### config.mk
export PLATFORM = sky130hd
export DESIGN_NAME = psch_back
export DESIGN_NICKNAME = d
export VERILOG_FILES = /design/src/rtl/psch_pkg.sv /design/src/rtl/psch_back.sv
export SDC_FILE = /design/constraint.sdc
export NUM_CORES = 1
export LEC_CHECK = 0
export ABC_AREA = 1
export BUFFER_PORTS_ARGS = -buffer_cell sky130_fd_sc_hd__buf_2
export CAP_MARGIN = 20
export CORE_MARGIN = 10
export CORE_UTILIZATION = 23
export CTS_CLUSTER_SIZE = 8
export DETAILED_ROUTE_END_ITERATION = 12
export SETUP_SLACK_MARGIN = 0.5
export SLEW_MARGIN = 20
export SYNTH_ARGS = -nofsm -noshare
export SYNTH_HDL_FRONTEND = slang
export SYNTH_SLANG_ARGS = --single-unit
### constraint.sdc
create_clock -name i_clk -period 1.35 [get_ports i_clk]
set_input_delay 0.135 -clock i_clk [delete_from_list [all_inputs] [get_ports i_clk]]
set_output_delay 0.135 -clock i_clk [all_outputs]
set_load 0.1 [all_outputs]
### src/rtl/psch_pkg.sv
// ----------------------------------------------------------------------------
// psch_pkg
// Shared types, codes and helpers for the plane separation test of two
// curve control polygons.
// ----------------------------------------------------------------------------
package psch_pkg;

    // Sign of a distance, held as a two-bit two's complement value.
    typedef logic [1:0] t_sign;
    localparam t_sign SGN_ZERO = 2'b00;
    localparam t_sign SGN_POS  = 2'b01;
    localparam t_sign SGN_NEG  = 2'b11;

    // Configuration register indexes.
    typedef logic [2:0] t_cfg_idx;
    localparam t_cfg_idx CFG_PLANE_X   = 3'd0;
    localparam t_cfg_idx CFG_PLANE_Y   = 3'd1;
    localparam t_cfg_idx CFG_PLANE_Z   = 3'd2;
    localparam t_cfg_idx CFG_NORMAL_X  = 3'd3;
    localparam t_cfg_idx CFG_NORMAL_Y  = 3'd4;
    localparam t_cfg_idx CFG_NORMAL_Z  = 3'd5;
    localparam t_cfg_idx CFG_TOLERANCE = 3'd6;
    localparam t_cfg_idx CFG_SIDE_SIGN = 3'd7;

    localparam int CFG_DATA_W = 64;
    localparam int TOL_W      = 63;
    localparam int SIDE_W     = 2;

    // Classification queue between front and back.
    localparam int Q_DEPTH = 4;
    localparam int Q_AW    = 2;
    localparam int Q_CW    = 3;

    // Per-point flags that travel with the word.
    typedef struct packed {
        logic which_curve;
        logic is_bezier_curve;
        logic is_end_coef;
        logic last_of_test;
    } t_tag;

    // One classified point as it sits in the queue.
    typedef struct packed {
        t_sign sgn;
        logic  near_tol;
        t_tag  tag;
    } t_qent;

    // Product of two signs.
    function automatic t_sign f_sign_mul(input t_sign a, input t_sign b);
        t_sign r;
        if (a == SGN_ZERO || b == SGN_ZERO) begin
            r = SGN_ZERO;
        end else if (a == b) begin
            r = SGN_POS;
        end else begin
            r = SGN_NEG;
        end
        return r;
    endfunction

    // Only the sign of the orientation register is used.
    function automatic t_sign f_side(input logic [SIDE_W-1:0] v);
        t_sign r;
        if (v[1]) begin
            r = SGN_NEG;
        end else if (v[0]) begin
            r = SGN_POS;
        end else begin
            r = SGN_ZERO;
        end
        return r;
    endfunction

endpackage

### src/rtl/psch_back.sv
// ----------------------------------------------------------------------------
// psch_back
// Runs the sign sequence over the classified points, decides the verdict and
// holds the single result in an output register.
// ----------------------------------------------------------------------------
module psch_back (
    input  logic                        i_clk,
    input  logic                        i_rst_n,
    input  logic                        i_nonempty,
    input  psch_pkg::t_qent             i_head,
    output logic                        o_pop,
    input  logic [psch_pkg::SIDE_W-1:0] i_side_sign,
    output logic                        o_valid,
    input  logic                        i_stall,
    output logic                        o_possible_intersection
);
    import psch_pkg::*;

    t_sign r_rs;
    t_sign r_fcs;
    logic  r_in2;
    logic  r_vf;
    logic  r_out_valid;
    logic  r_out_pi;
    t_sign n_rs;
    t_sign n_fcs;
    logic  n_in2;
    logic  n_vf;

    // A word is taken unless it would send a result into a stalled output register.
    assign o_pop = i_nonempty && (!i_head.tag.last_of_test || !r_out_valid || !i_stall);

    // Verdict and sign tracking for the head word.
    always_comb begin
        n_rs  = r_rs;
        n_fcs = r_fcs;
        n_in2 = r_in2;
        n_vf  = r_vf;
        if (!r_vf) begin
            if (i_head.tag.which_curve && !r_in2) begin
                n_fcs = f_sign_mul(f_side(i_side_sign), r_rs);
                n_rs  = SGN_ZERO;
                n_in2 = 1'b1;
            end
            if (i_head.near_tol && !i_head.tag.is_bezier_curve && !i_head.tag.is_end_coef) begin
                n_vf = 1'b1;
            end else if (f_sign_mul(n_rs, i_head.sgn) == SGN_NEG) begin
                n_vf = 1'b1;
            end else if (n_in2 && f_sign_mul(n_fcs, n_rs) == SGN_POS) begin
                n_vf = 1'b1;
            end else begin
                n_rs = i_head.sgn;
            end
        end
    end

    // Test state; cleared at the end of every test.
    always_ff @(posedge i_clk) begin
        if (!i_rst_n) begin
            r_rs  <= SGN_ZERO;
            r_fcs <= SGN_ZERO;
            r_in2 <= 1'b0;
            r_vf  <= 1'b0;
        end else if (o_pop) begin
            if (i_head.tag.last_of_test) begin
                r_rs  <= SGN_ZERO;
                r_fcs <= SGN_ZERO;
                r_in2 <= 1'b0;
                r_vf  <= 1'b0;
            end else begin
                r_rs  <= n_rs;
                r_fcs <= n_fcs;
                r_in2 <= n_in2;
                r_vf  <= n_vf;
            end
        end
    end

    // Output register.
    always_ff @(posedge i_clk) begin
        if (!i_rst_n) begin
            r_out_valid <= 1'b0;
        end else if (o_pop && i_head.tag.last_of_test) begin
            r_out_valid <= 1'b1;
        end else if (!i_stall) begin
            r_out_valid <= 1'b0;
        end
    end

    always_ff @(posedge i_clk) begin
        if (o_pop && i_head.tag.last_of_test) begin
            r_out_pi <= n_vf;
        end
    end

    assign o_valid                 = r_out_valid;
    assign o_possible_intersection = r_out_pi;

endmodule

==> metrics <==
WL/cell 9.71 um; initial antenna violation count 0; critical setup path kind reg2out; layout cells sized above 1 0.444; area of the multi-input gates 354 um^2; relative slew slack 0.851; Antenna Violating Nets Remaining 0; master of the slowest instance on the critical path dfxtp_4; worst path cell trace nand2_4, o21ai_4, clkinvlp_4, buf_6; post-synthesis cell area 526 um^2; routed vias/inst 4.29; final net count 131; pin count of the biggest net entering global routing 8; delay-heaviest family, CP buffers and inverters; CTS buffer count 3; RSZ-0062 raised after global routing yes; post-synthesis instance total 90; core outline area 2190 um^2; Worst Hold Slack 0.114 ns; outcome finished, final reports clean; Final Cycle Share 0.987; Synth Flop Type dfxtp_1; Mapped Nets 103; crit path time final 1.33 ns; Synth top cells by count 29 x nand2_1, 16 x inv_1, 11 x nand3_1; Clock transition at path regs 0.05 ns; die area 4600 um^2; dpl hpwl 1.10 mm; 1st-pass router iterations 4; post-synth top area share 0.267; DRC 0; number of flops mapped to enable cells by yosys 1; routed via count 622; reg-to-reg startpoint r_in2; # setup viols final 0; fillcell total 236; initial core utilization 0.240; fin. max-slew vios 0; area leader, netlist dfxtp_1; Seq. cell area 183 um^2; Post-Syn Area per Cell 5.84 um^2; sequential-to-total area share from yosys stat 0.324; ant diodes 0; worst vdd ir 581 uV; TritonCTS Sinks 8; Ys Warns 0; DRT Wirelength 1.41 mm; IO Count 16; # rows 17; CP Max Fanout 3; top cells by area, synth dfxtp_1 27%, nand2_1 21%, inv_1 11%, nand3_1 10%, a21oi_1 6.7%; HP Start i_rst_n; Required @ worst endpoint 1.22 ns; Die Wd 67.8 um; GRT Util Overall 0.0639; Worst-Margin Slew 0.222 ns; Die H 67.8 um; number of port buffers 15; worst hold path class in2reg; Max Cap Viol 0; fmax 750 MHz; startpoint types flip-flop; CP max stage delay 0.36 ns; asr flop ratio synth 0; CTS Hold Buffers Added 0; GPL Wtd Cong 0.713; grt ovf 0; critical path capture point type output pin; number of DRC markers in iteration 0 13; worst-skew pair later-pin latency 0.25 ns; WP buf/inv 2; Worst Skew 0.00710 ns; CTS tree built; Layout area overhead 61.2%; Leak 0.452 nW; Final Hold Fails 0; Tot Pwr 0.000663 W; Max clock buf depth 2; Crit path arrival time 1.20 ns; Setup crit start o_valid; post-synthesis cell type count 13; htree depth 1; synthesis-stage register bit count 8; global-route wire length before repair 2.41 mm; root buffer cell clkbuf_4; vias in the first global route 597; dominant cell by count in the synthesized netlist nand2_1; Power Density 782 nW/um^2
-- per-layer routing --
layer | vias up | wire length [um] | global-route usage | part of all wire
li1 | 334 | - | - | -
met1 | 276 | 597 | 0.0743 | 0.42
met2 | 12 | 695 | 0.103 | 0.49
met3 | 0 | 115 | 0.0314 | 0.082
met4 | 0 | 0 | 0.0151 | 0
met5 | - | 0 | 0 | 0
-- flip-flops by register name, indices dropped and copies added, names as in the netlist --
signal and flops:
r_rs 2, r_in2 1, o_possible_intersection 1, r_vf 1
o_valid 1, r_fcs 2
-- kinds of logic (layout without fill, tap and decap cells) --
family	Yosys count	count (layout)	synth area share
AO/OA/AOI/OAI	10	10	0.0952
buffers and inverters	18	45	0.129
flip-flops	8	8	0.324
AND/OR/NAND/NOR	54	54	0.452
-- power by group --
group	leakage [nW]	total [W]	internal, W	switching, W
registers	0.0692	0.000261	0.000250	0.0000105
clock network	0.0150	0.000190	0.000113	0.0000771
logic	0.367	0.000212	0.0000832	0.000129
total	0.452	0.000663	0.000446	0.000216
-- repair_timing --
action | in CTS | in global routing
pin swaps | 3 | 3
setup buffers | 4 | 2
setup endpoints to repair | 12 | 12
gates resized for setup | 16 | 12
-- worst paths after layout --
kind,end,cells past startpoint,slack (ns)
hold reg to reg,r_fcs[1],2,0.48
setup / recovery,o_pop,4,0.02
hold / removal,o_valid,3,0.11
setup reg to reg,r_rs[0],10,0.06
-- final cells by class --
| cell class | instances | share of cell area |
|---|---|---|
| clock buffers | 4 | 0.0310 |
| inverters | 18 | 0.0871 |
| multi-input cells | 64 | 0.418 |
| flip-flops and latches | 8 | 0.216 |
| well taps | 28 | 0.0414 |
| repair buffers | 23 | 0.207 |
-- worst min-delay path: cells and delay by family --
kind / cells / cell delay [ns]
buffers and inverters: 2 / 0.14
and+or+nand+nor: 1 / 0.05
-- layout by cell type, fill, tap and decap left out, types with 3 or more instances in the layout --
cell type  Yosys  final
nor2_2         2      5
a21oi_1        7      5
nor2_1         7      3
buf_2          0     12
inv_1         16     14
clkbuf_4       0      3
buf_4          0      7
nand2_4        1      5
nand3_1       11     11
nand2_1       29     24
dfxtp_1        7      3
nand2_2        3      4
dfxtp_4        0      3
-- per-stage QoR --
stage	area [um^2]	util	std cells	setup TNS, ns	setup slack (ns)
floorplan	563	-	90	-3.86	-0.545
global placement	688	0.314	135	0	0.0284
detailed placement	688	0.314	135	0	0.00482
CTS	793	0.362	143	0	0.0418
global route	847	0.387	145	-0.384	-0.108
finish	847	0.387	145	0	0.0174
Power figures use the tool's default switching activity.
