### src/rtl/psch_pkg.sv
// ----------------------------------------------------------------------------
// psch_pkg
// Shared types, codes and helpers for the plane separation test of two
// curve control polygons.
// ----------------------------------------------------------------------------
package psch_pkg;

    // Sign of a distance, held as a two-bit two's complement value.
    typedef logic [1:0] t_sign;
    localparam t_sign SGN_ZERO = 2'b00;
    localparam t_sign SGN_POS  = 2'b01;
    localparam t_sign SGN_NEG  = 2'b11;

    // Configuration register indexes.
    typedef logic [2:0] t_cfg_idx;
    localparam t_cfg_idx CFG_PLANE_X   = 3'd0;
    localparam t_cfg_idx CFG_PLANE_Y   = 3'd1;
    localparam t_cfg_idx CFG_PLANE_Z   = 3'd2;
    localparam t_cfg_idx CFG_NORMAL_X  = 3'd3;
    localparam t_cfg_idx CFG_NORMAL_Y  = 3'd4;
    localparam t_cfg_idx CFG_NORMAL_Z  = 3'd5;
    localparam t_cfg_idx CFG_TOLERANCE = 3'd6;
    localparam t_cfg_idx CFG_SIDE_SIGN = 3'd7;

    localparam int CFG_DATA_W = 64;
    localparam int TOL_W      = 63;
    localparam int SIDE_W     = 2;

    // Classification queue between front and back.
    localparam int Q_DEPTH = 4;
    localparam int Q_AW    = 2;
    localparam int Q_CW    = 3;

    // Per-point flags that travel with the word.
    typedef struct packed {
        logic which_curve;
        logic is_bezier_curve;
        logic is_end_coef;
        logic last_of_test;
    } t_tag;

    // One classified point as it sits in the queue.
    typedef struct packed {
        t_sign sgn;
        logic  near_tol;
        t_tag  tag;
    } t_qent;

    // Product of two signs.
    function automatic t_sign f_sign_mul(input t_sign a, input t_sign b);
        t_sign r;
        if (a == SGN_ZERO || b == SGN_ZERO) begin
            r = SGN_ZERO;
        end else if (a == b) begin
            r = SGN_POS;
        end else begin
            r = SGN_NEG;
        end
        return r;
    endfunction

    // Only the sign of the orientation register is used.
    function automatic t_sign f_side(input logic [SIDE_W-1:0] v);
        t_sign r;
        if (v[1]) begin
            r = SGN_NEG;
        end else if (v[0]) begin
            r = SGN_POS;
        end else begin
            r = SGN_ZERO;
        end
        return r;
    endfunction

endpackage

### src/rtl/psch_queue.sv
// ----------------------------------------------------------------------------
// psch_queue
// Short first-in first-out queue of classified points between the front and
// the back, so that each side can stall on its own.
// ----------------------------------------------------------------------------
module psch_queue (
    input  logic            i_clk,
    input  logic            i_rst_n,
    input  logic            i_push,
    input  psch_pkg::t_qent i_ent,
    input  logic            i_pop,
    output logic            o_full,
    output logic            o_nonempty,
    output psch_pkg::t_qent o_head
);
    import psch_pkg::*;

    t_qent           r_mem [Q_DEPTH];
    logic [Q_AW-1:0] r_wr;
    logic [Q_AW-1:0] r_rd;
    logic [Q_CW-1:0] r_cnt;

    assign o_full     = (r_cnt == Q_CW'(Q_DEPTH));
    assign o_nonempty = (r_cnt != '0);
    assign o_head     = r_mem[r_rd];

    // Pointers and fill count.
    always_ff @(posedge i_clk) begin
        if (!i_rst_n) begin
            r_wr  <= '0;
            r_rd  <= '0;
            r_cnt <= '0;
        end else begin
            if (i_push) begin
                r_wr <= r_wr + Q_AW'(1);
            end
            if (i_pop) begin
                r_rd <= r_rd + Q_AW'(1);
            end
            if (i_push && !i_pop) begin
                r_cnt <= r_cnt + Q_CW'(1);
            end else if (!i_push && i_pop) begin
                r_cnt <= r_cnt - Q_CW'(1);
            end
        end
    end

    // Storage.
    always_ff @(posedge i_clk) begin
        if (i_push) begin
            r_mem[r_wr] <= i_ent;
        end
    end

endmodule

### config.mk
export PLATFORM = sky130hd
export DESIGN_NAME = psch_queue
export DESIGN_NICKNAME = d
export VERILOG_FILES = /design/src/rtl/psch_pkg.sv /design/src/rtl/psch_queue.sv
export SDC_FILE = /design/constraint.sdc
export NUM_CORES = 1
export LEC_CHECK = 0
export ABC_AREA = 1
export BUFFER_PORTS_ARGS = -buffer_cell sky130_fd_sc_hd__buf_2
export CAP_MARGIN = 20
export CORE_ASPECT_RATIO = 0.8
export CORE_MARGIN = 1.5
export CORE_UTILIZATION = 27
export CTS_CLUSTER_DIAMETER = 60
export DETAILED_ROUTE_END_ITERATION = 7
export PLACE_DENSITY_LB_ADDON = 0.2
export SYNTH_ARGS = -nofsm -noshare
export SYNTH_HDL_FRONTEND = slang
export SYNTH_SLANG_ARGS = --single-unit
### constraint.sdc
create_clock -name i_clk -period 1.5 [get_ports i_clk]
set_input_delay 0.3 -clock i_clk [delete_from_list [all_inputs] [get_ports i_clk]]
set_output_delay 0.3 -clock i_clk [all_outputs]
set_load 0.03 [all_outputs]
==> out/results.txt, run 1 <==
outcome = finished clean
Congestion Overflow GR = 0
clk_lat worst skew = 0.28 ns
port bufs = 19
Max-Cap Viols = 0
Min Hold Slack = 0.230 ns
Core Box Area = 5150 um^2
largest net degree at the start of global routing = 15
Crit path arrival time = 1.19 ns
crit end category = primary output
slowest stage cell, crit path = dfxtp_4
RePlAce Congestion = 0.682
min Tclk post-route = 1.49 ns
Power Density = 1250 nW/um^2
I/O pin count = 20
leakage power total = 0.761 nW
crit-path cells = buf_6, o21ai_2, o22ai_1, buf_4
Initial Utilization = 28.9%
ANT nets after route = 0
synth warn = 0
Final Skew = 0.00569 ns
CP startpoint kind = flop
placed cells = 210
Req. time, crit path = 1.20 ns
ys flop type = edfxtp_1
Setup Fix Bufs, Post-CTS = 0
routed len/inst = 12.5 um
Synth Cell Area = 1490 um^2
count of final hold-check violations = 0
initial drt markers = 26
row cnt = 23
register area share after synthesis = 68.5%
relative slew slack = 74.2%
RSZ-0062 raised after global routing = yes
CTS H-tree depth = 2
Post-Route WL = 2.73 mm
P&R area growth vs syn = 26.6%
Final TNS setup = 0 ns
hpwl dp = 1.98 mm
max-slew violation total from the final report = 0
FF+latch count, synth = 37
CTS max path bufs = 2
net count after synthesis = 143
Hold WC Path Type = in2reg
DR vias/cell = 4.41
Gate Count Post-Synth = 126
Setup CP Type = reg2out
CTS root buffer = clkbuf_8
Fmax = 672 MHz
maximum vdd drop = 345 uV
vias after detailed routing = 962
DRC = 0
Tcrit/Tclk final = 99.2%
cts hold-fix bufs = 0
Non-Filler Instances = 218
worst-margin pin slew = 0.387 ns
antenna cells = 0
Final Util = 36.6%
CP max stage delay = 0.38 ns
Final Setup Violations = 0
initial antenna violation count = 0
total track usage = 10.2%
die area = 5980 um^2
DR pass1 iterations = 4
clock-pin slew on the worst setup and hold paths = 0.07 ns
Post-synth EDFFs = 28
clk sinks = 37
Mapped Avg Cell Area = 11.8 um^2
CTS tree = yes
vias in the first global route = 991
die width = 86.1 um
Crit Path Max Fanout = 8
first-pass GRT wire length = 4.49 mm
die height = 69.5 um
# nets final = 172
Unique masters post-synth = 17
share of layout cells above drive strength 1 = 30.1%
CTS buffer count = 5
Post-synth ARST share = 0%
==> layer usage <==
metal  track usage [%]  wire (um)
met1              12.2       1260
met2              15.7       1270
met3              3.45        130
met4              6.27         69
met5                 0          0
==> area by class of cell <==
cell class / instances / area (um^2)
flip-flops and latches: 37 / 1030
clock inverters: 2 / 35.0
fillers: 503 / 3260
clock buffers: 6 / 72.6
inverters: 17 / 71.3
repair buffers: 24 / 173
well taps: 62 / 77.6
multi-input cells: 70 / 429
==> report_power, final <==
group          switching, W  internal [W]  total (W)  leakage (nW)
combinational      0.000225      0.000136   0.000360         0.373
clock              0.000323      0.000493   0.000815        0.0552
sequential        0.0000312       0.00116    0.00119         0.333
total              0.000579       0.00179    0.00236         0.761
==> cell usage after synthesis (2+ instances only) <==
| master | number | area, um^2 |
|---|---|---|
| ha_1 | 5 | 62.6 |
| o21ai_1 | 4 | 20.0 |
| o21ai_0 | 14 | 70.1 |
| o21ai_2 | 2 | 17.5 |
| nand2_1 | 10 | 37.5 |
| edfxtp_1 | 28 | 841 |
| nor2_1 | 20 | 75.1 |
| o22ai_1 | 7 | 43.8 |
| a21oi_1 | 4 | 20.0 |
| dfxtp_1 | 9 | 180 |
| inv_1 | 16 | 60.1 |
| buf_6 | 2 | 22.5 |
==> sequential cells by signal, summed over array words and instances, names as in the netlist, named ones only <==
| signal | cells |
|---|---|
| r_cnt | 3 |
| r_mem | 28 |
| r_rd | 2 |
| r_wr | 2 |
==> worst max-delay path: cells and delay by family, from the launching register on <==
| kind | cells | cell delay (ns) |
|---|---|---|
| flip-flops | 1 | 0.38 |
| buffers and inverters | 2 | 0.32 |
| AO/OA/AOI/OAI | 2 | 0.20 |
==> path summary, 6_finish.rpt <==
check	start	end	slack (ns)	cells after the start
worst max register to register	r_cnt[0]	r_cnt[2]	0.25	7
worst max-delay path	flop	o_head[1]	0.01	4
worst min register to register	r_rd[1]	flop	0.45	1
worst min-delay path	i_ent[2]	r_mem[3][2]	0.23	1
==> through the flow <==
step                      total power (W)  worst slack (ns)  instance area (um^2)
final                             0.00236            0.0116                  1890
after global routing              0.00248           -0.0713                  1890
after CTS                         0.00238           -0.0175                  1860
after detailed placement          0.00152           -0.0311                  1680
after global placement            0.00151            0.0691                  1680
after floorplan                   0.00141            0.0947                  1490
==> layout by cell type, fill, tap and decap left out, drive strengths merged <==
cell type	synthesis	routed
nor2	20	20
a21oi	4	4
inv	17	17
edfxtp	28	28
bufinv	0	1
nand2	10	10
o22ai	7	7
clkbuf	0	6
fa	1	1
ha	5	5
o21ai	20	20
nand3	1	1
nor3	1	1
buf	2	24
clkinv	0	1
dfxtp	9	9
nand4	1	1
==> cells by family after synthesis <==
family / share of synthesized area, %
AOI/OAI and AO/OA: 11.5
and+or+nand+nor: 8.65
adders and majority gates: 5.54
buffers and inverters: 5.79
DFF: 68.5
==> what timing repair did <==
action | CTS | global route
endpoints found under the hold margin | 0 | 0
setup endpoints to repair | 7 | 7
pin swaps | 10 | 7
gates resized for setup | 28 | 10
Note: power is estimated with default switching activity, not from simulation.
==> run 2: changes to the inputs <==
==> constraint.sdc (replaced) <==
create_clock -name i_clk -period 1.5 [get_ports i_clk]
set_input_delay 0.3 -clock i_clk [delete_from_list [all_inputs] [get_ports i_clk]]
set_output_delay 0.3 -clock i_clk [all_outputs]
set_load 0.02 [all_outputs]
==> run 2 against run 1 <==
Compared with the run above: final area unchanged; setup slack gained 0.019 ns; critical endpoint unchanged; global-route usage unchanged; routed wire length is essentially flat; critical path type unchanged; highest routed layer unchanged.
==> out/results.txt, run 2 (synthesized netlist as in run 1, its figures left out) <==
clk_lat worst skew = 0.28 ns
Final Util = 36.6%
Initial Utilization = 28.9%
Biggest register = r_mem
CP startpoint kind = flop
final instance area = 1890 um^2
critical path's top delay family = flip-flops
placed cells = 210
commonest non-fill, non-tap cell in the layout = edfxtp_1
Crit Path Max Fanout = 8
Fmax = 681 MHz
Min-Delay Path Depth = 1
Post-Route WL = 2.73 mm
CTS root buffer = clkbuf_8
outcome = finished clean
routed len/inst = 12.5 um
Final Setup Violations = 0
die width = 86.1 um
RR Startpoint = r_cnt[0]
area of the multi-input gates = 429 um^2
DR vias/cell = 4.41
Non-Filler Instances = 218
count of final hold-check violations = 0
min Tclk post-route = 1.47 ns
Setup CP Type = reg2out
Buf/Inv on CP = 2
max-slew violation total from the final report = 0
worst-margin pin slew = 0.387 ns
Core Box Area = 5150 um^2
die height = 69.5 um
CTS H-tree depth = 2
total track usage = 10.2%
P&R area growth vs syn = 26.6%
DRC = 0
CTS tree = yes
crit-path cells = buf_6, o21ai_2, o22ai_1, buf_4
Hold WC Path Type = in2reg
Max-Cap Viols = 0
maximum vdd drop = 345 uV
largest net degree at the start of global routing = 15
row cnt = 23
Power Density = 1240 nW/um^2
relative slew slack = 74.2%
CP max stage delay = 0.38 ns
slowest stage cell, crit path = dfxtp_4
Endpoint, Worst Hold = r_mem[3][2]
CTS buffer count = 5
cts hold-fix bufs = 0
Req. time, crit path = 1.20 ns
Largest register FFs = 28
I/O pin count = 20
hold path start = i_ent[2]
FF-to-FF setup slack = 0.25 ns
leakage power total = 0.761 nW
initial drt markers = 28
port bufs = 19
clk sinks = 37
FILL cells = 503
die area = 5980 um^2
DR pass1 iterations = 4
share of layout cells above drive strength 1 = 30.1%
vias after detailed routing = 962
CTS max path bufs = 2
commonest cells after routing, fill and taps aside = edfxtp_1, nor2_1, inv_1
RSZ-0062 raised after global routing = yes
reg2reg end = r_cnt[2]
Final Skew = 0.00569 ns
Storage cell area = 1030 um^2
r2r worst-path depth = 7
Largest regs = r_mem (28), r_cnt (3)
# nets final = 172
Placement Cell Area = 1680 um^2
first-pass GRT wire length = 4.49 mm
Tcrit/Tclk final = 98.0%
vias in the first global route = 991
Power Total = 0.00234 W
initial antenna violation count = 0
crit end category = primary output
RePlAce Congestion = 0.682
Crit path arrival time = 1.17 ns
Setup Fix Bufs, Post-CTS = 0
antenna cells = 0
ANT nets after route = 0
Congestion Overflow GR = 0
hpwl dp = 1.98 mm
clock-pin slew on the worst setup and hold paths = 0.07 ns
## run 2: cell counts in the layout (fill, tap and decap cells not counted)
Identical to the previous run, type by type.
## run 2: per-layer routing
metal / global-route usage, % / share of wire [%] / vias up
met5: 0 / 0 / -
met1: 12.2 / 46 / 442
met2: 15.7 / 47 / 18
met4: 6.27 / 2.5 / 0
li1: - / - / 495
met3: 3.45 / 4.8 / 7
## run 2: worst max path at each step
stage	from	to	slack, ns	cells past startpoint
after detailed placement	i_pop	r_cnt[2]	-0.03	11
after global routing	flop	o_head[1]	-0.05	4
after global placement	i_pop	r_cnt[2]	0.07	11
after floorplan	i_pop	r_cnt[2]	0.21	10
after CTS	flop	o_head[2]	-0.003	4
final	flop	o_head[1]	0.03	4
## run 2: cell type report
cell class	count	share of cell area [%]
clock inverter	2	1.86
multi-input combinational	70	22.7
sequential	37	54.5
inverter	17	3.78
timing repair buffer	24	9.15
tap	62	4.11
clock buffer	6	3.85
## run 2: metrics by stage
stage                     setup TNS (ns)  hold slack, ns  worst slack, ns
after floorplan                        0           0.399            0.213
after global placement                 0           0.427           0.0691
after detailed placement         -0.0311           0.441          -0.0311
after CTS                       -0.00305           0.216         -0.00305
after global routing              -0.144           0.215          -0.0522
final                                  0           0.230           0.0307
## run 2: power by group
part           switching, W  internal (W)
Sequential        0.0000312       0.00116
Combinational      0.000197      0.000135
Clock              0.000323      0.000493
Total              0.000551       0.00179
## run 2: repair_timing
| item | 4_1_cts | 5_1_grt |
|---|---|---|
| gates resized for setup | 26 | 12 |
| endpoints found under the setup margin | 7 | 7 |
| pin swaps | 7 | 9 |
